==> src/rtl/assert_macros.svh <==
// ----------------------------------------------------------------------------
// Assertion macros
// Shared concurrent assertion forms for the RTL of this block.
// ----------------------------------------------------------------------------
`ifndef ASSERT_MACROS_SVH
`define ASSERT_MACROS_SVH

// Same-cycle implication, disabled during reset.
`define CHK_IMPLY(label, clk, rst_n, ante, cons) \
    label: assert property (@(posedge clk) disable iff (!rst_n) (ante) |-> (cons)) \
        else $error("implication check failed");

// Next-cycle implication, disabled during reset.
`define CHK_NEXT(label, clk, rst_n, ante, cons) \
    label: assert property (@(posedge clk) disable iff (!rst_n) (ante) |=> (cons)) \
        else $error("next-cycle check failed");

`endif

==> src/rtl/bqns_pkg.sv <==
// ----------------------------------------------------------------------------
// bqns_pkg
// Types and constants shared by the ball query neighbor select block.
// ----------------------------------------------------------------------------
`default_nettype none

package bqns_pkg;

    localparam int MAX_POINTS   = 1024;
    localparam int MAX_SAMPLES  = 32;
    localparam int COORD_W      = 16;
    localparam int SLOT_W       = $clog2(MAX_POINTS);
    localparam int COUNT_W      = SLOT_W + 1;
    localparam int LIMIT_W      = $clog2(MAX_SAMPLES) + 1;
    localparam int HIT_IDX_W    = $clog2(MAX_SAMPLES);
    localparam int RADIUS_W     = 36;
    localparam int DIFF_W       = COORD_W + 1;
    localparam int SQ_W         = 2 * DIFF_W;
    localparam int SUM_W        = SQ_W + 2;
    localparam int POINT_W      = 3 * COORD_W;
    localparam int CFG_INDEX_W  = 2;
    localparam int CFG_DATA_W   = RADIUS_W;
    localparam int FIFO_DEPTH   = 4;
    localparam int FIFO_PTR_W   = $clog2(FIFO_DEPTH);
    localparam int FIFO_CNT_W   = FIFO_PTR_W + 1;

    typedef enum logic {
        CMD_LOAD  = 1'b0,
        CMD_QUERY = 1'b1
    } t_cmd;

    typedef enum logic [CFG_INDEX_W-1:0] {
        CFG_RADIUS_SQ    = 2'd0,
        CFG_SAMPLE_LIMIT = 2'd1,
        CFG_POINT_COUNT  = 2'd2
    } t_cfg_index;

    // One decoded request, as queued between front and back.
    typedef struct packed {
        t_cmd                        cmd;
        logic [SLOT_W-1:0]           slot;
        logic signed [COORD_W-1:0]   x;
        logic signed [COORD_W-1:0]   y;
        logic signed [COORD_W-1:0]   z;
        logic [LIMIT_W-1:0]          limit;
        logic [COUNT_W-1:0]          count;
    } t_req;

    typedef struct packed {
        logic                busy;
        logic [LIMIT_W-1:0]  hits;
        logic [LIMIT_W-1:0]  limit;
    } t_back_stat;

endpackage

`default_nettype wire

==> src/rtl/bqns_front.sv <==
// ----------------------------------------------------------------------------
// bqns_front
// Accepts requests, decodes the command and clamps the scan settings.
// ----------------------------------------------------------------------------
`default_nettype none

module bqns_front (
    input  wire logic                               push,
    input  wire logic                               i_fifo_full,
    input  wire logic                               i_command,
    input  wire logic [bqns_pkg::SLOT_W-1:0]        i_point_slot,
    input  wire logic signed [bqns_pkg::COORD_W-1:0] i_coord_x,
    input  wire logic signed [bqns_pkg::COORD_W-1:0] i_coord_y,
    input  wire logic signed [bqns_pkg::COORD_W-1:0] i_coord_z,
    input  wire logic [bqns_pkg::LIMIT_W-1:0]       i_sample_limit,
    input  wire logic [bqns_pkg::COUNT_W-1:0]       i_point_count,
    output logic                                    o_enq,
    output bqns_pkg::t_req                          o_req
);
    import bqns_pkg::*;

    logic [LIMIT_W-1:0] w_limit;
    logic [COUNT_W-1:0] w_count;

    // Clamp slot limit to 1..MAX_SAMPLES and point count to MAX_POINTS.
    always_comb begin
        if (i_sample_limit == '0) begin
            w_limit = LIMIT_W'(1);
        end else if (i_sample_limit > LIMIT_W'(MAX_SAMPLES)) begin
            w_limit = LIMIT_W'(MAX_SAMPLES);
        end else begin
            w_limit = i_sample_limit;
        end
        if (i_point_count > COUNT_W'(MAX_POINTS)) begin
            w_count = COUNT_W'(MAX_POINTS);
        end else begin
            w_count = i_point_count;
        end
    end

    always_comb begin
        o_req.cmd   = (i_command == 1'b1) ? CMD_QUERY : CMD_LOAD;
        o_req.slot  = i_point_slot;
        o_req.x     = i_coord_x;
        o_req.y     = i_coord_y;
        o_req.z     = i_coord_z;
        o_req.limit = w_limit;
        o_req.count = w_count;
    end

    assign o_enq = push && !i_fifo_full;

endmodule

`default_nettype wire

==> config.mk <==
export PLATFORM = sky130hd
export DESIGN_NAME = bqns_front
export DESIGN_NICKNAME = d
export VERILOG_FILES = /design/src/rtl/assert_macros.svh /design/src/rtl/bqns_pkg.sv /design/src/rtl/bqns_front.sv
export SDC_FILE = /design/constraint.sdc
export NUM_CORES = 1
export LEC_CHECK = 0
export CAP_MARGIN = 10
export CORE_AREA = 2 2 60 62
export DETAILED_ROUTE_END_ITERATION = 8
export DIE_AREA = 0 0 62 64
export DONT_BUFFER_PORTS = 1
export GPL_TIMING_DRIVEN = 0
export SETUP_SLACK_MARGIN = 0.5
export SLEW_MARGIN = 20
export SYNTH_ARGS = -nofsm -noshare
export SYNTH_HDL_FRONTEND = slang
export SYNTH_SLANG_ARGS = --single-unit
==> constraint.sdc <==
create_clock -name vclk -period 1.6
set_clock_uncertainty 0.1 [all_clocks]
set_input_delay 0.24 -clock vclk [all_inputs]
set_output_delay 0.24 -clock vclk [all_outputs]
set_load 0.02 [all_outputs]
==> flow_summary_export.csv <==
group,metric,value,unit
status,status,"finished clean",
route,drt_wl_total,1570,um
worst_setup_path,slowest_delay,530,ps
route,wl_met2,934,um
route,dr.pass1.iters,4,
route,top_layer,"met3",
route,drtAntennaViolNets,0,
worst_setup_path,crit_buf_inv,0,
worst_setup_path,slowest_stage,"or4_4",
worst_setup_path,arrival,980,ps
global_route,grt_max_degree,11,
global_route,grt_overflow,0,
floorplan,rows,21,
floorplan,boundaryPins,155,
route,dr.first_iter.drc_count,2,
worst_setup_path,path_max_fanout,2,
worst_setup_path,path_class,"in -> out",
worst_setup_path,worstPathRequired,1260,ps
placement,dpl_cell_area,637,um^2
timing,drv_slew,0,
yosys,netlist_area,564,um^2
floorplan,coreArea,3280,um^2
floorplan,dieArea,3970,um^2
placement,gp_congestion,0.717,
yosys,avgSynthCellArea,7.05,um^2
clocking,cts_setup_buffers,0,
cells_and_area,fill_cells,353,
global_route,grt_pass1_wl,1500,um
worst_setup_path,cpLargestDelayFamily,"simple AND/OR/NAND/NOR gates",
cells_and_area,fin_cells,126,
timing,relSlewSlack,0.710,
cells_and_area,seq_cell_count,0,
route,drc,0,
yosys,yosysSeqAreaShare,0,
cells_and_area,drive_above_1_share,0.900,
floorplan,die_h,64,um
cells_and_area,final_core_util,0.208,
timing,finalSetupTns,0,ps
floorplan,start_util,0.172,
route,met3WireLength,272,um
route,vias,451,
placement,portBuffers,0,
route,routedWlPerCell,12.5,um
timing,worstMarginPinSlew,434,ps
timing,rsz0062_at_grt,"yes",
route,viasPerCell,3.58,
floorplan,fp.dieW,62,um
yosys,yosys_warnings,0,
timing,max_freq,0.759,GHz
timing,fin_crit_sh,0.823,
hold_path,min_from,"i_sample_limit[5]",
power_and_ir_drop,vdd_ir_drop_max,0.000121,V
cells_and_area,layout.nets,160,
worst_setup_path,cp-start-kind,"input pin",
timing,hold_viol,0,
flow_run,cap_violations,0,
cells_and_area,final_area,683,um^2
cells_and_area,layout.area.seq,0,um^2
yosys,synth_cell_type_count,6,
cells_and_area,area.growth.synth_to_final,21.1,%
worst_setup_path,path_cells,"or4_4, a21oi_4",
hold_path,min_path_type,"in -> out",
placement,dp.cells,126,
global_route,grt_pass1_vias,361,
worst_setup_path,endpoint_kind,"primary output",
route,wl_met1,366,um
worst_setup_path,crit_start,"i_sample_limit[1]",
timing,min_period,1320,ps
global_route,grt_use_total,0.0479,
global_route,antenna_found_initial,0,
power_and_ir_drop,power_leakage,0.360,nW
power_and_ir_drop,power_density,431,nW/um^2
cells_and_area,clockBufferCount,0,
yosys,synth_nets,158,
cells_and_area,antenna_cells,0,
timing,setup_viol,0,
yosys,synthCells,80,
[Yosys cell counts (all sizes together)]
cell type / n / area, um^2
a21oi: 1 / 5.00
clkbuf: 3 / 11.3
inv: 1 / 3.75
nor2b: 15 / 93.8
buf: 59 / 443
or4: 1 / 7.51
[cells by family after synthesis]
family,after synthesis,synth area share
simple gates,16,0.180
compound gates,1,0.00886
buf+inv,63,0.812
[final timing paths]
path / endpoint / slack (ps) / depth (start not counted)
worst max-delay path: o_req[11] / 280 / 2
worst min-delay path: o_req[11] / 410 / 1
[cell usage in the layout, fill, tap and decap left out]
master	n
or4_4	1
buf_4	59
clkbuf_1	2
a21oi_4	1
nor2b_2	6
nor2b_1	5
clkbuf_2	1
inv_1	1
nor2b_4	4
[metal layers]
layer / track usage / vias up
met5: 0 / -
met4: 0 / 0
met3: 0.00405 / 0
met1: 0.0436 / 190
met2: 0.108 / 81
li1: - / 180
[stage by stage]
| stage | hold slack, ps | total power (W) | worst slack, ps |
|---|---|---|---|
| 3_3_place_gp | 409 | 0.000287 | 281 |
| 4_1_cts | 409 | 0.000291 | 279 |
| 6_report | 409 | 0.000294 | 283 |
| 2_1_floorplan | 407 | 0.000270 | 292 |
| 3_5_place_dp | 409 | 0.000285 | 279 |
| 5_1_grt | 409 | 0.000306 | 273 |
[final cells by class]
type	count	area, um^2	share of cell area
buffer	62	455	0.667
inverter	1	3.75	0.00549
multi-input combinational	17	166	0.244
tap	46	57.6	0.0842
[what timing repair did]
action                     4_1_cts  5_1_grt
resized for setup               11        4
pin swaps                        0        0
hold buffers                     0        0
cloned                           0        0
hold endpoints to repair         0        0
setup endpoints to repair       11        5
[power by group]
| part | internal [W] | total (W) | leakage (nW) | switching (W) |
|---|---|---|---|---|
| clock | 0 | 0 | 0 | 0 |
| sequential | 0 | 0 | 0 | 0 |
| combinational | 0.000119 | 0.000294 | 0.360 | 0.000175 |
Note: power is estimated with default switching activity, not from simulation.
