===== config.mk =====
export PLATFORM = sky130hd
export DESIGN_NAME = bqns_req_fifo
export DESIGN_NICKNAME = d
export VERILOG_FILES = /design/src/rtl/assert_macros.svh /design/src/rtl/bqns_pkg.sv /design/src/rtl/bqns_req_fifo.sv
export SDC_FILE = /design/constraint.sdc
export NUM_CORES = 1
export LEC_CHECK = 0
export ABC_AREA = 1
export BUFFER_PORTS_ARGS = -buffer_cell sky130_fd_sc_hd__buf_4
export CAP_MARGIN = 20
export CORE_MARGIN = 10
export CORE_UTILIZATION = 57
export CTS_CLUSTER_DIAMETER = 200
export DETAILED_ROUTE_END_ITERATION = 8
export PLACE_DENSITY = 0.9
export SLEW_MARGIN = 20
export SYNTH_ARGS = -nofsm -noshare
export SYNTH_HDL_FRONTEND = slang
export SYNTH_SLANG_ARGS = --single-unit

===== constraint.sdc =====
create_clock -name i_clk -period 3.06 [get_ports i_clk]
set_input_delay 0.306 -clock i_clk [delete_from_list [all_inputs] [get_ports i_clk]]
set_output_delay 0.306 -clock i_clk [all_outputs]
set_load 0.01 [all_outputs]

===== src/rtl/assert_macros.svh =====
// ----------------------------------------------------------------------------
// Assertion macros
// Shared concurrent assertion forms for the RTL of this block.
// ----------------------------------------------------------------------------
`ifndef ASSERT_MACROS_SVH
`define ASSERT_MACROS_SVH

// Same-cycle implication, disabled during reset.
`define CHK_IMPLY(label, clk, rst_n, ante, cons) \
    label: assert property (@(posedge clk) disable iff (!rst_n) (ante) |-> (cons)) \
        else $error("implication check failed");

// Next-cycle implication, disabled during reset.
`define CHK_NEXT(label, clk, rst_n, ante, cons) \
    label: assert property (@(posedge clk) disable iff (!rst_n) (ante) |=> (cons)) \
        else $error("next-cycle check failed");

`endif


===== src/rtl/bqns_pkg.sv =====
// ----------------------------------------------------------------------------
// bqns_pkg
// Types and constants shared by the ball query neighbor select block.
// ----------------------------------------------------------------------------
`default_nettype none

package bqns_pkg;

    localparam int MAX_POINTS   = 1024;
    localparam int MAX_SAMPLES  = 32;
    localparam int COORD_W      = 16;
    localparam int SLOT_W       = $clog2(MAX_POINTS);
    localparam int COUNT_W      = SLOT_W + 1;
    localparam int LIMIT_W      = $clog2(MAX_SAMPLES) + 1;
    localparam int HIT_IDX_W    = $clog2(MAX_SAMPLES);
    localparam int RADIUS_W     = 36;
    localparam int DIFF_W       = COORD_W + 1;
    localparam int SQ_W         = 2 * DIFF_W;
    localparam int SUM_W        = SQ_W + 2;
    localparam int POINT_W      = 3 * COORD_W;
    localparam int CFG_INDEX_W  = 2;
    localparam int CFG_DATA_W   = RADIUS_W;
    localparam int FIFO_DEPTH   = 4;
    localparam int FIFO_PTR_W   = $clog2(FIFO_DEPTH);
    localparam int FIFO_CNT_W   = FIFO_PTR_W + 1;

    typedef enum logic {
        CMD_LOAD  = 1'b0,
        CMD_QUERY = 1'b1
    } t_cmd;

    typedef enum logic [CFG_INDEX_W-1:0] {
        CFG_RADIUS_SQ    = 2'd0,
        CFG_SAMPLE_LIMIT = 2'd1,
        CFG_POINT_COUNT  = 2'd2
    } t_cfg_index;

    // One decoded request, as queued between front and back.
    typedef struct packed {
        t_cmd                        cmd;
        logic [SLOT_W-1:0]           slot;
        logic signed [COORD_W-1:0]   x;
        logic signed [COORD_W-1:0]   y;
        logic signed [COORD_W-1:0]   z;
        logic [LIMIT_W-1:0]          limit;
        logic [COUNT_W-1:0]          count;
    } t_req;

    typedef struct packed {
        logic                busy;
        logic [LIMIT_W-1:0]  hits;
        logic [LIMIT_W-1:0]  limit;
    } t_back_stat;

endpackage

`default_nettype wire


===== src/rtl/bqns_req_fifo.sv =====
// ----------------------------------------------------------------------------
// bqns_req_fifo
// Short request queue between the front and the scan engine.
// ----------------------------------------------------------------------------
`default_nettype none

module bqns_req_fifo (
    input  wire logic                             i_clk,
    input  wire logic                             i_rst_n,
    input  wire logic                             i_enq,
    input  wire bqns_pkg::t_req                   i_req,
    input  wire logic                             i_deq,
    output bqns_pkg::t_req                        o_req,
    output logic                                  o_full,
    output logic                                  o_valid,
    output logic [bqns_pkg::FIFO_CNT_W-1:0]       o_count
);
    import bqns_pkg::*;

    t_req                  r_entry [FIFO_DEPTH];
    logic [FIFO_PTR_W-1:0] r_wr_ptr;
    logic [FIFO_PTR_W-1:0] r_rd_ptr;
    logic [FIFO_CNT_W-1:0] r_count;
    logic [FIFO_CNT_W-1:0] n_count;

    always_comb begin
        n_count = r_count;
        if (i_enq && !(i_deq && r_count != '0)) begin
            n_count = r_count + FIFO_CNT_W'(1);
        end else if (!i_enq && i_deq && r_count != '0) begin
            n_count = r_count - FIFO_CNT_W'(1);
        end
    end

    always_ff @(posedge i_clk) begin
        if (!i_rst_n) begin
            r_wr_ptr <= '0;
            r_rd_ptr <= '0;
            r_count  <= '0;
        end else begin
            if (i_enq) begin
                r_wr_ptr <= r_wr_ptr + FIFO_PTR_W'(1);
            end
            if (i_deq && r_count != '0) begin
                r_rd_ptr <= r_rd_ptr + FIFO_PTR_W'(1);
            end
            r_count <= n_count;
        end
    end

    always_ff @(posedge i_clk) begin
        if (i_enq) begin
            r_entry[r_wr_ptr] <= i_req;
        end
    end

    assign o_req   = r_entry[r_rd_ptr];
    assign o_full  = (r_count == FIFO_CNT_W'(FIFO_DEPTH));
    assign o_valid = (r_count != '0);
    assign o_count = r_count;

endmodule

`default_nettype wire


==> results of run 1 <==
## critical path: stages (launching register included)
cell	delay (ps)
sky130_fd_sc_hd__dfxtp_4	370
sky130_fd_sc_hd__inv_8	430
sky130_fd_sc_hd__buf_4	340
sky130_fd_sc_hd__o21ai_0	120
sky130_fd_sc_hd__o22ai_1	170
sky130_fd_sc_hd__buf_4	160
## placed cells by master, fill, tap and decap left out, types with 4 or more instances in the layout
cell type                       Yosys  layout
sky130_fd_sc_hd__edfxtp_1         304     304
sky130_fd_sc_hd__buf_4              7     172
sky130_fd_sc_hd__o21ai_0          150     150
sky130_fd_sc_hd__nor2_1           143     143
sky130_fd_sc_hd__dlygate4sd3_1      0      76
sky130_fd_sc_hd__o22ai_1           71      71
sky130_fd_sc_hd__clkbuf_16          0      31
sky130_fd_sc_hd__nor2_2            16      16
sky130_fd_sc_hd__nand2_1           12      12
sky130_fd_sc_hd__clkinv_2           0      10
sky130_fd_sc_hd__inv_1             13       9
sky130_fd_sc_hd__clkinv_1           0       8
sky130_fd_sc_hd__clkbuf_1          13       7
sky130_fd_sc_hd__dfxtp_1            9       7
sky130_fd_sc_hd__a21oi_1            6       6
sky130_fd_sc_hd__o21ai_1            5       5
sky130_fd_sc_hd__o22ai_2            5       5
sky130_fd_sc_hd__nand3_1            4       4
sky130_fd_sc_hd__ha_1               4       4
## registers in the layout (all words and copies together) (netlist names), named ones only
signal and cells:
o_count 3, r_entry 304, r_rd_ptr 2, r_wr_ptr 2
## through the flow
stage / cells / total power, mW / utilization / setup slack, ps / hold WS, ps
after floorplan: 800 / 5.96 / - / 557 / 405
after global placement: 1194 / 6.58 / 0.647 / 1150 / 444
after detailed placement: 1194 / 6.65 / 0.647 / 1100 / 450
after CTS: 1324 / 9.98 / 0.727 / 584 / 29.8
after global routing: 1327 / 10.3 / 0.729 / 427 / 61.6
final: 1327 / 9.95 / 0.729 / 600 / 53.3
## path summary, 6_finish.rpt
check | startpoint | endpoint | slack (ps) | cells past startpoint
worst max-delay path | register | o_req[38] | 600 | 5
worst min-delay path | i_rst_n | o_count[1]$_SDFFE_PN0P_ | 50 | 3
worst max register to register | r_wr_ptr[0]$_SDFFE_PN0P_ | r_entry[0][74]$_DFFE_PP_ | 1080 | 5
worst min register to register | r_rd_ptr[1]$_SDFFE_PN0P_ | register | 480 | 2
## cell type report
class                      count  share of cell area
timing repair buffer         251               0.143
sequential                   313               0.628
antenna                        2            0.000337
clock inverter                16             0.00506
clock buffer                  38              0.0540
inverter                      15             0.00464
multi-input combinational    422               0.143
tap                          270              0.0228
## Yosys cell counts
cell and number:
sky130_fd_sc_hd__clkbuf_4 1, sky130_fd_sc_hd__edfxtp_1 304, sky130_fd_sc_hd__buf_12 2, sky130_fd_sc_hd__nand3b_1 2
sky130_fd_sc_hd__o22ai_1 71, sky130_fd_sc_hd__clkbuf_2 7, sky130_fd_sc_hd__fa_1 1, sky130_fd_sc_hd__buf_4 7
sky130_fd_sc_hd__ha_1 4, sky130_fd_sc_hd__buf_2 9, sky130_fd_sc_hd__o22ai_2 5, sky130_fd_sc_hd__o21ai_0 150
sky130_fd_sc_hd__buf_6 4, sky130_fd_sc_hd__o21ai_1 5, sky130_fd_sc_hd__nand3_1 4, sky130_fd_sc_hd__buf_8 7
sky130_fd_sc_hd__dfxtp_1 9, sky130_fd_sc_hd__nand2_1 12, sky130_fd_sc_hd__inv_1 13, sky130_fd_sc_hd__nand2_2 2
sky130_fd_sc_hd__nor3_1 1, sky130_fd_sc_hd__inv_2 1, sky130_fd_sc_hd__inv_8 1, sky130_fd_sc_hd__a21oi_1 6
sky130_fd_sc_hd__nor2_1 143, sky130_fd_sc_hd__clkbuf_1 13, sky130_fd_sc_hd__nor2_2 16
## where the power goes
group,internal (mW),total (mW),switching (mW)
Sequential,4.91,4.98,0.0683
Combinational,0.687,1.68,0.993
Clock,1.84,3.29,1.45
## metal layers
metal	up-vias	share of wire
met1	3666	0.39
li1	3470	-
met2	395	0.51
met3	46	0.080
met5	-	0
met4	0	0.021
## kinds of logic after synthesis
group	synth area share
flip-flops	0.784
AO/OA/AOI/OAI	0.111
AND/OR/NAND/NOR	0.0619
buffers and inverters	0.0373
adder cells (fa/ha/maj)	0.00590
## what timing repair did
action | 4_1_cts | 5_1_grt
hold endpoints to repair | 304 | 0
hold buffers | 76 | 0
gates resized for setup | 0 | 0
==> flow_summary_export.csv, run 1 <==
group,metric,value,unit
run_status,outcome,"completed",
layout,layout.cell_area.non_filler,14800,um2
timing,final_hold_viol_count,0,
yosys,syn-mean-instance-area,14.8,um2
route,drc,0,
placed_design,place.port_buffers,160,
global_routing,grt_first_pass_wirelength,42200,um
layout,multi_input_logic_area,2120,um2
die,floorplan.die.width,164,um
yosys,synth_warnings,0,
yosys,proportion_of_synthesized_chip_area_in_sequential_cells,0.784,
global_routing,number_of_global_route_vias_before_repair,7671,
clocking,clk-insertion-delay-late,540,ps
clocking,clockRootBuffer,"sky130_fd_sc_hd__clkbuf_16",
critical_path,worst_ep_arrival_time,2150,ps
timing,maxSlewViolCount,0,
global_routing,global_route.overflow_total,0,
route,postRouteAntennaNets,0,
job,max-cap-violations,0,
die,row_count,52,
pwr,power.static_leakage,5.27,nW
min_path,hold_class,"in -> reg",
route,postRouteWirelength,27300,um
critical_path,cp.required,2750,ps
yosys,synthesis.nets,885,
clocking,cts_tree,"done",
timing,post-route-min-period,2460,ps
pwr,irDropWorstVdd,0.549,mV
die,die_y,164,um
die,core-area,20400,um2
placed_design,gpl.final_weighted_congestion,0.753,
yosys,yosys.area.top_type,"sky130_fd_sc_hd__edfxtp_1",
timing,timing.slew.headroom,0.248,
route,drt-wirelength-per-cell,20.5,um
timing,portion_of_the_clock_cycle_consumed_by_the_worst_path_in_the_final_layout,0.804,
placed_design,post_dp_cell_area,13200,um2
clocking,cts-buffers-inserted,30,
layout,fin_nets,1118,
timing,max_slew.worst_pin.slew,1130,ps
pwr,power_density,670,nW/um2
global_routing,groute.layer.met3.usage,0.0383,
die,die_area,27000,um2
timing,fmax,406,MHz
route,avgViaCountPerCell,5.71,
route,detailedRoute.firstIterationViolations,905,
yosys,largest_cells_by_area_after_synthesis,"sky130_fd_sc_hd__edfxtp_1 77%, sky130_fd_sc_hd__o21ai_0 6.3%, sky130_fd_sc_hd__nor2_1 4.5%",
timing,post_route_skew,13.1,ps
timing,setup_total_negative_slack,0,ps
yosys,synth_area,11900,um2
placed_design,dpl.hpwl,15200,um
critical_path,worstSetupStartpointType,"register",
clocking,clkSinkCount,313,
clocking,max-clock-path-buffers,3,
global_routing,track_usage,0.196,
critical_path,cp-end-kind,"primary output",
layout,area_growth_syn_to_layout,25.0,%
layout,post_route_cells_drive_above_1_share,0.232,
yosys,post_synth_inst_count,800,
critical_path,critPathKind,"reg -> out",
die,initial_core_util,0.583,
timing,grt_setup_unrepaired,"false",
yosys,synth.ff_latch_count,313,
timing,finalSetupViolations,0,
global_routing,busiest_layer,"met2",
route,dr.pass1.iters,7,
clocking,htreeDepth,1,
die,num_io_pins,161,
global_routing,met2_usage,0.330,
global_routing,global_route.usage.met1,0.256,
global_routing,maximum_number_of_pins_on_one_net_before_global_route_repair,153,
route,vias,7577,
yosys,top_area_cell_type_share_of_the_netlist_area,0.769,
clocking,post_cts_setup_buffers,0,
yosys,distinct_cell_type_count_of_the_synthesized_netlist,27,
layout,register_area,9310,um2
clocking,worst_setup_hold_path_clk_slew,60,ps
global_routing,number_of_antenna_violations_at_the_first_check_in_global_routing,2,
critical_path,maximum_fanout_encountered_on_the_critical_timing_path,103,
layout,fillers,1190,
Power figures use the tool's default switching activity.
==> inputs of run 2 (changes only) <==
--- a/config.mk
+++ b/config.mk
@@ -9,10 +9,10 @@
 export BUFFER_PORTS_ARGS = -buffer_cell sky130_fd_sc_hd__buf_4
 export CAP_MARGIN = 20
 export CORE_MARGIN = 10
-export CORE_UTILIZATION = 57
+export CORE_UTILIZATION = 51
 export CTS_CLUSTER_DIAMETER = 200
 export DETAILED_ROUTE_END_ITERATION = 8
-export PLACE_DENSITY = 0.9
+export PLACE_DENSITY = 0.86
 export SLEW_MARGIN = 20
 export SYNTH_ARGS = -nofsm -noshare
 export SYNTH_HDL_FRONTEND = slang
==> constraint.sdc (replaced) <==
create_clock -name i_clk -period 2.1 [get_ports i_clk]
set_input_delay 0.21 -clock i_clk [delete_from_list [all_inputs] [get_ports i_clk]]
set_output_delay 0.21 -clock i_clk [all_outputs]
set_load 0.01 [all_outputs]
==> run 2 against run 1 <==
Die area is 10% higher. Clock-buffer cell count is 1 lower. Critical path depth is 1 higher. Clock skew is 1.9 ps higher. Non-clock buffer count is 23 higher. Total power is 54% higher. First-iteration DRC count is 19% lower. Global-route usage is 1.9 points lower.
==> flow_summary_export.csv, run 2 (synthesis gave the netlist of run 1 again) <==
group,metric,value,unit
clocking,cts-buffers-inserted,30,
run_status,outcome,"completed",
timing,portion_of_the_clock_cycle_consumed_by_the_worst_path_in_the_final_layout,0.996,
die,core-area,22800,um2
clocking,max-clock-path-buffers,3,
timing,hold-worst-slack,78.7,ps
timing,max_slew.worst_pin.slew,502,ps
layout,layout.cells.non_filler,1393,
route,avgViaCountPerCell,5.56,
global_routing,global_route.overflow_total,0,
critical_path,timing.critical_path.buf_inv,4,
min_path,hold_class,"in -> reg",
route,detailedRoute.firstIterationViolations,729,
placed_design,place.port_buffers,160,
critical_path,critical-path-top-delay-family,"buffers and inverters",
critical_path,setup.worst_path.end,"o_req[9]",
die,floorplan.die.width,173,um
layout,post_route_cells_drive_above_1_share,0.259,
pwr,power.static_leakage,5.49,nW
global_routing,track_usage,0.177,
layout,largest_register,"r_entry",
global_routing,grt_first_pass_wirelength,43300,um
critical_path,r2r_end,"o_count[2]$_SDFFE_PN0P_",
route,postRouteAntennaNets,0,
clocking,clkSinkCount,313,
timing,post-route-min-period,2090,ps
critical_path,crit-reg2reg-launch,"o_count[1]$_SDFFE_PN0P_",
timing,finalSetupViolations,0,
global_routing,number_of_global_route_vias_before_repair,7774,
timing,timing.slew.headroom,0.666,
route,drt-wirelength-per-cell,21.5,um
critical_path,path_common_cell,"sky130_fd_sc_hd__buf_4",
critical_path,cp.required,1890,ps
critical_path,worstRegToRegCells,8,
route,drc,0,
timing,post_route_skew,15.0,ps
critical_path,worstSetupStartpointType,"register",
pwr,power_density,991,nW/um2
critical_path,max_stage_delay,390,ps
critical_path,path_depth,6,
timing,fmax,478,MHz
layout,area_growth_syn_to_layout,30.5,%
layout,layout.cells.most_common_list,"304 x sky130_fd_sc_hd__edfxtp_1, 171 x sky130_fd_sc_hd__buf_4, 141 x sky130_fd_sc_hd__nor2_1, 141 x sky130_fd_sc_hd__o21ai_0, 78 x sky130_fd_sc_hd__dlygate4sd3_1",
die,die_area,29800,um2
placed_design,gpl.final_weighted_congestion,0.734,
route,postRouteWirelength,30000,um
die,num_io_pins,161,
placed_design,placed_cells_incl_taps,1246,
critical_path,critPathKind,"reg -> out",
critical_path,worst_ep_arrival_time,1880,ps
timing,grt_setup_unrepaired,"true",
die,initial_core_util,0.521,
placed_design,dpl.hpwl,14900,um
critical_path,cp-end-kind,"primary output",
layout,final_common_cell,"sky130_fd_sc_hd__edfxtp_1",
die,row_count,55,
clocking,htreeDepth,1,
critical_path,cp_cell_sequence,"buf_12 > clkinv_16 > buf_4 > o21ai_0 > o22ai_2 > buf_4",
critical_path,maximum_fanout_encountered_on_the_critical_timing_path,16,
clocking,worst_setup_hold_path_clk_slew,60,ps
pwr,irDropWorstVdd,0.773,mV
job,max-cap-violations,0,
critical_path,critPathSlowestCell,"sky130_fd_sc_hd__dfxtp_4",
layout,final_standard_cell_utilization_of_the_core,0.680,
timing,final_hold_viol_count,0,
die,die_y,173,um
clocking,clk-insertion-delay-late,550,ps
clocking,cts_tree,"done",
layout,fin_nets,1143,
global_routing,maximum_number_of_pins_on_one_net_before_global_route_repair,77,
clocking,clockRootBuffer,"sky130_fd_sc_hd__clkbuf_16",
route,vias,7743,
timing,maxSlewViolCount,0,
global_routing,number_of_antenna_violations_at_the_first_check_in_global_routing,1,
critical_path,reg2reg_setup_slack,450,ps
layout,largest_register_ffs,304,
route,dr.pass1.iters,5,
[run 2: through the flow]
stage / cell area (um2) / TNS, ps / total power [mW] / setup slack [ps]
after floorplan: 11900 / -4540 / 8.68 / -20.4
final: 15500 / 0 / 15.3 / 8.11
after global routing: 15500 / -350 / 15.9 / -57.5
after detailed placement: 13400 / 0 / 9.77 / 441
after global placement: 13400 / 0 / 9.70 / 514
after CTS: 15100 / -309 / 15.0 / -64.9
[run 2: what timing repair did]
item | in CTS | in global routing
buffers inserted | 0 | 7
pin swaps | 0 | 1
gates cloned | 0 | 8
hold buffers | 78 | 0
hold endpoints to repair | 310 | 0
setup endpoints to repair | 34 | 69
resized for setup | 2 | 38
[run 2: worst reg2reg max path, cell delays in order, from the launching register on]
cell and delay [ps]:
sky130_fd_sc_hd__dfxtp_1 350, sky130_fd_sc_hd__nor2_1 110, sky130_fd_sc_hd__nand2_1 120, sky130_fd_sc_hd__nand2_2 120
sky130_fd_sc_hd__nand2_2 80, sky130_fd_sc_hd__fa_1 380, sky130_fd_sc_hd__nand3b_1 190, sky130_fd_sc_hd__a21oi_1 150
sky130_fd_sc_hd__nor2_1 50
[run 2: final cells by class]
cell class | count | area, um2
well taps | 313 | 392
clock buffers | 37 | 798
flip-flops and latches | 313 | 9320
fillers | 1453 | 7290
diodes | 1 | 2.50
repair inverters | 2 | 41.3
repair buffers | 274 | 2520
multi-input cells | 422 | 2170
clock inverters | 16 | 148
inverters | 15 | 97.6
[run 2: how the worst min path moves through the flow]
stage,to,cells past startpoint,startpoint
floorplan,r_entry[0][0]$_DFFE_PP_,0,i_req[0]
global placement,r_entry[2][4]$_DFFE_PP_,1,i_req[4]
detailed placement,r_entry[3][4]$_DFFE_PP_,1,i_req[4]
CTS,r_rd_ptr[0]$_SDFFE_PN0P_,4,i_deq
global route,r_rd_ptr[0]$_SDFFE_PN0P_,4,i_deq
finish,r_rd_ptr[0]$_SDFFE_PN0P_,4,i_deq
[run 2: where the power goes]
part / switching, mW / leakage, nW / internal, mW
Sequential: 0.0884 / 2.87 / 7.15
Combinational: 1.65 / 2.17 / 1.26
Clock: 2.17 / 0.459 / 3.04
Total: 3.90 / 5.49 / 11.4
[run 2: routing by layer]
| layer | global-route usage | share of wire | up-vias |
|---|---|---|---|
| met5 | 0 | 0 | - |
| met4 | 0.0457 | 0.019 | 0 |
| met2 | 0.305 | 0.51 | 347 |
| li1 | - | - | 3523 |
| met1 | 0.223 | 0.40 | 3819 |
| met3 | 0.0390 | 0.072 | 54 |
==> inputs of run 3 (changes only) <==
--- a/config.mk
+++ b/config.mk
@@ -5,7 +5,6 @@
 export SDC_FILE = /design/constraint.sdc
 export NUM_CORES = 1
 export LEC_CHECK = 0
-export ABC_AREA = 1
 export BUFFER_PORTS_ARGS = -buffer_cell sky130_fd_sc_hd__buf_4
 export CAP_MARGIN = 20
 export CORE_MARGIN = 10
@@ -13,6 +12,7 @@
 export CTS_CLUSTER_DIAMETER = 200
 export DETAILED_ROUTE_END_ITERATION = 8
 export PLACE_DENSITY = 0.86
+export RECOVER_POWER = 25
 export SLEW_MARGIN = 20
 export SYNTH_ARGS = -nofsm -noshare
 export SYNTH_HDL_FRONTEND = slang
==> run 3 against run 2 <==
The flow now finishes with violations (setup timing). Non-clock buffer count decreased by 10. Largest cell class unchanged. Synthesized cell count shrank 44%. Worst setup slack lost 67 ps. Utilization grew 1.5 points. Clock skew fell by 4.2 ps. Register-to-register slack worse by 340 ps. Routed wire length shrank 17%. Flip-flop and latch count unchanged. Hold slack better by 73 ps. Clock-buffer cell count decreased by 2.
==> flow_summary_export.csv, run 3 <==
group,metric,value,unit
run_status,outcome,"complete, but fails checks",
run_status,violations,"setup timing",
yosys,yosys.area.top_type,"sky130_fd_sc_hd__edfxtp_1",
layout,fin_nets,814,
yosys,yosysMostFrequentCell,"sky130_fd_sc_hd__edfxtp_1",
layout,layout.cells.most_common_list,"304 x sky130_fd_sc_hd__edfxtp_1, 77 x sky130_fd_sc_hd__dlygate4sd3_1, 76 x sky130_fd_sc_hd__mux4_2",
layout,post_route_cells_drive_above_1_share,0.369,
pwr,clkPwrFrac,0.317,
clocking,clockRootBuffer,"sky130_fd_sc_hd__clkbuf_16",
timing,maxSlewViolCount,0,
global_routing,number_of_global_route_vias_before_repair,6502,
route,dr.pass1.iters,4,
yosys,synth_warnings,0,
die,num_io_pins,161,
critical_path,reg2reg_setup_slack,110,ps
yosys,yosys-mux-area-fraction,0.149,
global_routing,grt_first_pass_wirelength,38100,um
yosys,synthesis.nets,537,
yosys,top_area_cell_type_share_of_the_netlist_area,0.791,
placed_design,post_dp_cell_area,13200,um2
pwr,finalPower,17.9,mW
timing,fmax,463,MHz
job,max-cap-violations,0,
timing,grt_setup_unrepaired,"true",
pwr,power_density,1170,nW/um2
yosys,synth-compound-area-share,0.00683,
min_path,hold_class,"in -> reg",
die,initial_core_util,0.524,
clocking,max-clock-path-buffers,3,
timing,finalSetupViolations,49,
yosys,synth_area,11500,um2
die,row_count,54,
pwr,irDropWorstVdd,0.999,mV
die,core-area,22000,um2
global_routing,global_route.overflow_total,0,
yosys,dominantRegCellSynth,"sky130_fd_sc_hd__edfxtp_1",
layout,fillers,1292,
layout,final_common_cell,"sky130_fd_sc_hd__edfxtp_1",
yosys,synth_simple_gate_area_share,0.0107,
clocking,clk-insertion-delay-late,540,ps
layout,largest_register,"r_entry",
critical_path,crit-reg2reg-launch,"o_count[1]$_SDFFE_PN0P_",
min_path,holdPathEnd,"o_count[2]$_SDFFE_PN0P_",
critical_path,cp.required,1890,ps
pwr,internal_power,13.4,mW
yosys,ys_async_sr_fraction,0,
timing,post-route-min-period,2160,ps
pwr,power.net_switching,4.43,mW
pwr,combinationalPowerShare,0.268,
critical_path,cp-end-kind,"primary output",
clocking,cts-buffers-inserted,30,
yosys,syn-mean-instance-area,25.5,um2
yosys,synth_commonest_cells,"304 x sky130_fd_sc_hd__edfxtp_1, 76 x sky130_fd_sc_hd__mux4_2, 9 x sky130_fd_sc_hd__and2_1, 9 x sky130_fd_sc_hd__dfxtp_1, 7 x sky130_fd_sc_hd__buf_2",
route,avgViaCountPerCell,5.59,
clocking,cts_tree,"done",
clocking,clkSinkCount,313,
global_routing,track_usage,0.171,
route,drc,0,
die,die_area,29000,um2
layout,area_growth_syn_to_layout,32.7,%
pwr,p_seq_frac,0.415,
layout,largest_register_ffs,304,
yosys,proportion_of_synthesized_chip_area_in_sequential_cells,0.807,
min_path,hold_start,"i_enq",
critical_path,maximum_fanout_encountered_on_the_critical_timing_path,8,
critical_path,r2r_end,"o_count[1]$_SDFFE_PN0P_",
route,vias,5786,
layout,multi_input_logic_area,2050,um2
layout,register_area,9320,um2
die,floorplan.die.width,170,um
placed_design,dpl.hpwl,14200,um
critical_path,worstSetupStartpointType,"register",
yosys,synth_enable_flop_cells,304,
critical_path,worst_ep_arrival_time,1950,ps
route,postRouteWirelength,24900,um
timing,portion_of_the_clock_cycle_consumed_by_the_worst_path_in_the_final_layout,1.03,
yosys,main_combinational_cell_family_by_area_after_synthesis,"multiplexers",
yosys,largest_cells_by_area_after_synthesis,"sky130_fd_sc_hd__edfxtp_1 79%, sky130_fd_sc_hd__mux4_2 15%, sky130_fd_sc_hd__dfxtp_1 1.6%",
yosys,synth.ff_latch_count,313,
clocking,worst_setup_hold_path_clk_slew,60,ps
clocking,htreeDepth,1,
pwr,power.static_leakage,5.16,nW
yosys,distinct_cell_type_count_of_the_synthesized_netlist,30,
route,postRouteAntennaNets,0,
route,drt-wirelength-per-cell,24.1,um
layout,final_standard_cell_utilization_of_the_core,0.695,
yosys,share_of_the_synthesized_netlist_area_taken_by_xor_and_xnor_gates,0.00380,
timing,post_route_skew,10.8,ps
critical_path,critPathKind,"reg -> out",
pwr,sw_frac_of_total,0.248,
layout,layout.cell_area.non_filler,15300,um2
route,detailedRoute.firstIterationViolations,477,
timing,max_slew.worst_pin.slew,537,ps
timing,final_hold_viol_count,0,
global_routing,number_of_antenna_violations_at_the_first_check_in_global_routing,2,
min_path,worstHoldPathCells,3,
yosys,post_synth_inst_count,452,
critical_path,worstRegToRegCells,5,
placed_design,place.port_buffers,160,
timing,finalWorstSetupSlack,-58.8,ps
yosys,synth_adder_area_share,0.00607,
die,die_y,170,um
timing,timing.slew.headroom,0.642,
placed_design,gpl.final_weighted_congestion,0.782,
global_routing,maximum_number_of_pins_on_one_net_before_global_route_repair,42,
[run 3: cell types whose count changed in the layout (fill, tap and decap cells not counted), moves of 40 or more]
cell                       change
sky130_fd_sc_hd__buf_4       -106
sky130_fd_sc_hd__buf_6        +59
sky130_fd_sc_hd__clkbuf_1     +40
sky130_fd_sc_hd__mux4_2       +76
sky130_fd_sc_hd__nor2_1      -138
sky130_fd_sc_hd__o21ai_0     -140
sky130_fd_sc_hd__o22ai_1      -64
[run 3: stage by stage]
stage / TNS (ps) / hold slack (ps) / setup WS (ps) / cells
3_5_place_dp: 0 / 415 / 137 / 890
6_report: -895 / 152 / -58.8 / 1035
5_1_grt: -4460 / 175 / -110 / 1035
3_3_place_gp: 0 / 408 / 265 / 890
4_1_cts: -2350 / 116 / -67.4 / 1033
2_1_floorplan: 0 / 309 / 131 / 452
[run 3: repair_timing]
item,4_1_cts,5_1_grt
endpoints found under the hold margin,312,0
setup buffers,4,0
gates cloned,6,0
setup endpoints to repair,69,70
gates resized for setup,72,0
hold buffers,77,0
[run 3: power by group through the flow]
stage               Clock (mW)  Combinational (mW)  Sequential, mW
floorplan                    0                2.35            7.46
global placement             0                3.67            7.52
detailed placement           0                3.75            7.57
CTS                       5.75                4.88            7.40
global route              6.01                5.08            7.44
finish                    5.66                4.79            7.41
[run 3: final cells by class]
type | instances | area share
Sequential cell | 313 | 0.608
Timing Repair Buffer | 264 | 0.164
Multi-Input combinational cell | 118 | 0.134
Clock buffer | 35 | 0.0516
Tap cell | 280 | 0.0229
Clock inverter | 21 | 0.0180
Inverter | 2 | 0.000490
Antenna cell | 2 | 0.000327
[run 3: worst max path at each step]
stage,end,from,cells past startpoint
2_1_floorplan,r_entry[0][0]$_DFFE_PP_,i_enq,3
3_3_place_gp,o_count[1]$_SDFFE_PN0P_,o_count[1]$_SDFFE_PN0P_,6
3_5_place_dp,o_count[1]$_SDFFE_PN0P_,o_count[1]$_SDFFE_PN0P_,5
4_1_cts,o_req[58],register,4
5_1_grt,o_req[74],register,4
6_report,o_req[74],register,4
[run 3: critical path, stage by stage, from the launching register on]
cell and delay (ps):
sky130_fd_sc_hd__dfxtp_4 380, sky130_fd_sc_hd__buf_12 160, sky130_fd_sc_hd__buf_16 160, sky130_fd_sc_hd__mux4_2 550, sky130_fd_sc_hd__buf_6 150
[run 3: layer usage]
| metal | track usage | share of wire | vias to the layer above |
|---|---|---|---|
| met5 | 0 | 0 | - |
| met2 | 0.303 | 0.53 | 212 |
| met1 | 0.207 | 0.39 | 3041 |
| li1 | - | - | 2495 |
| met3 | 0.0368 | 0.059 | 38 |
| met4 | 0.0507 | 0.018 | 0 |
[run 3: cells by family (layout without fill, tap and decap cells)]
group           count (synthesis)  after routing
compound gates                 10             10
xor+xnor                        5              5
fa+ha+maj                       5              5
buf+inv                        21            322
flops                         313            313
mux                            77             77
other cells                     0              2
simple gates                   21             21
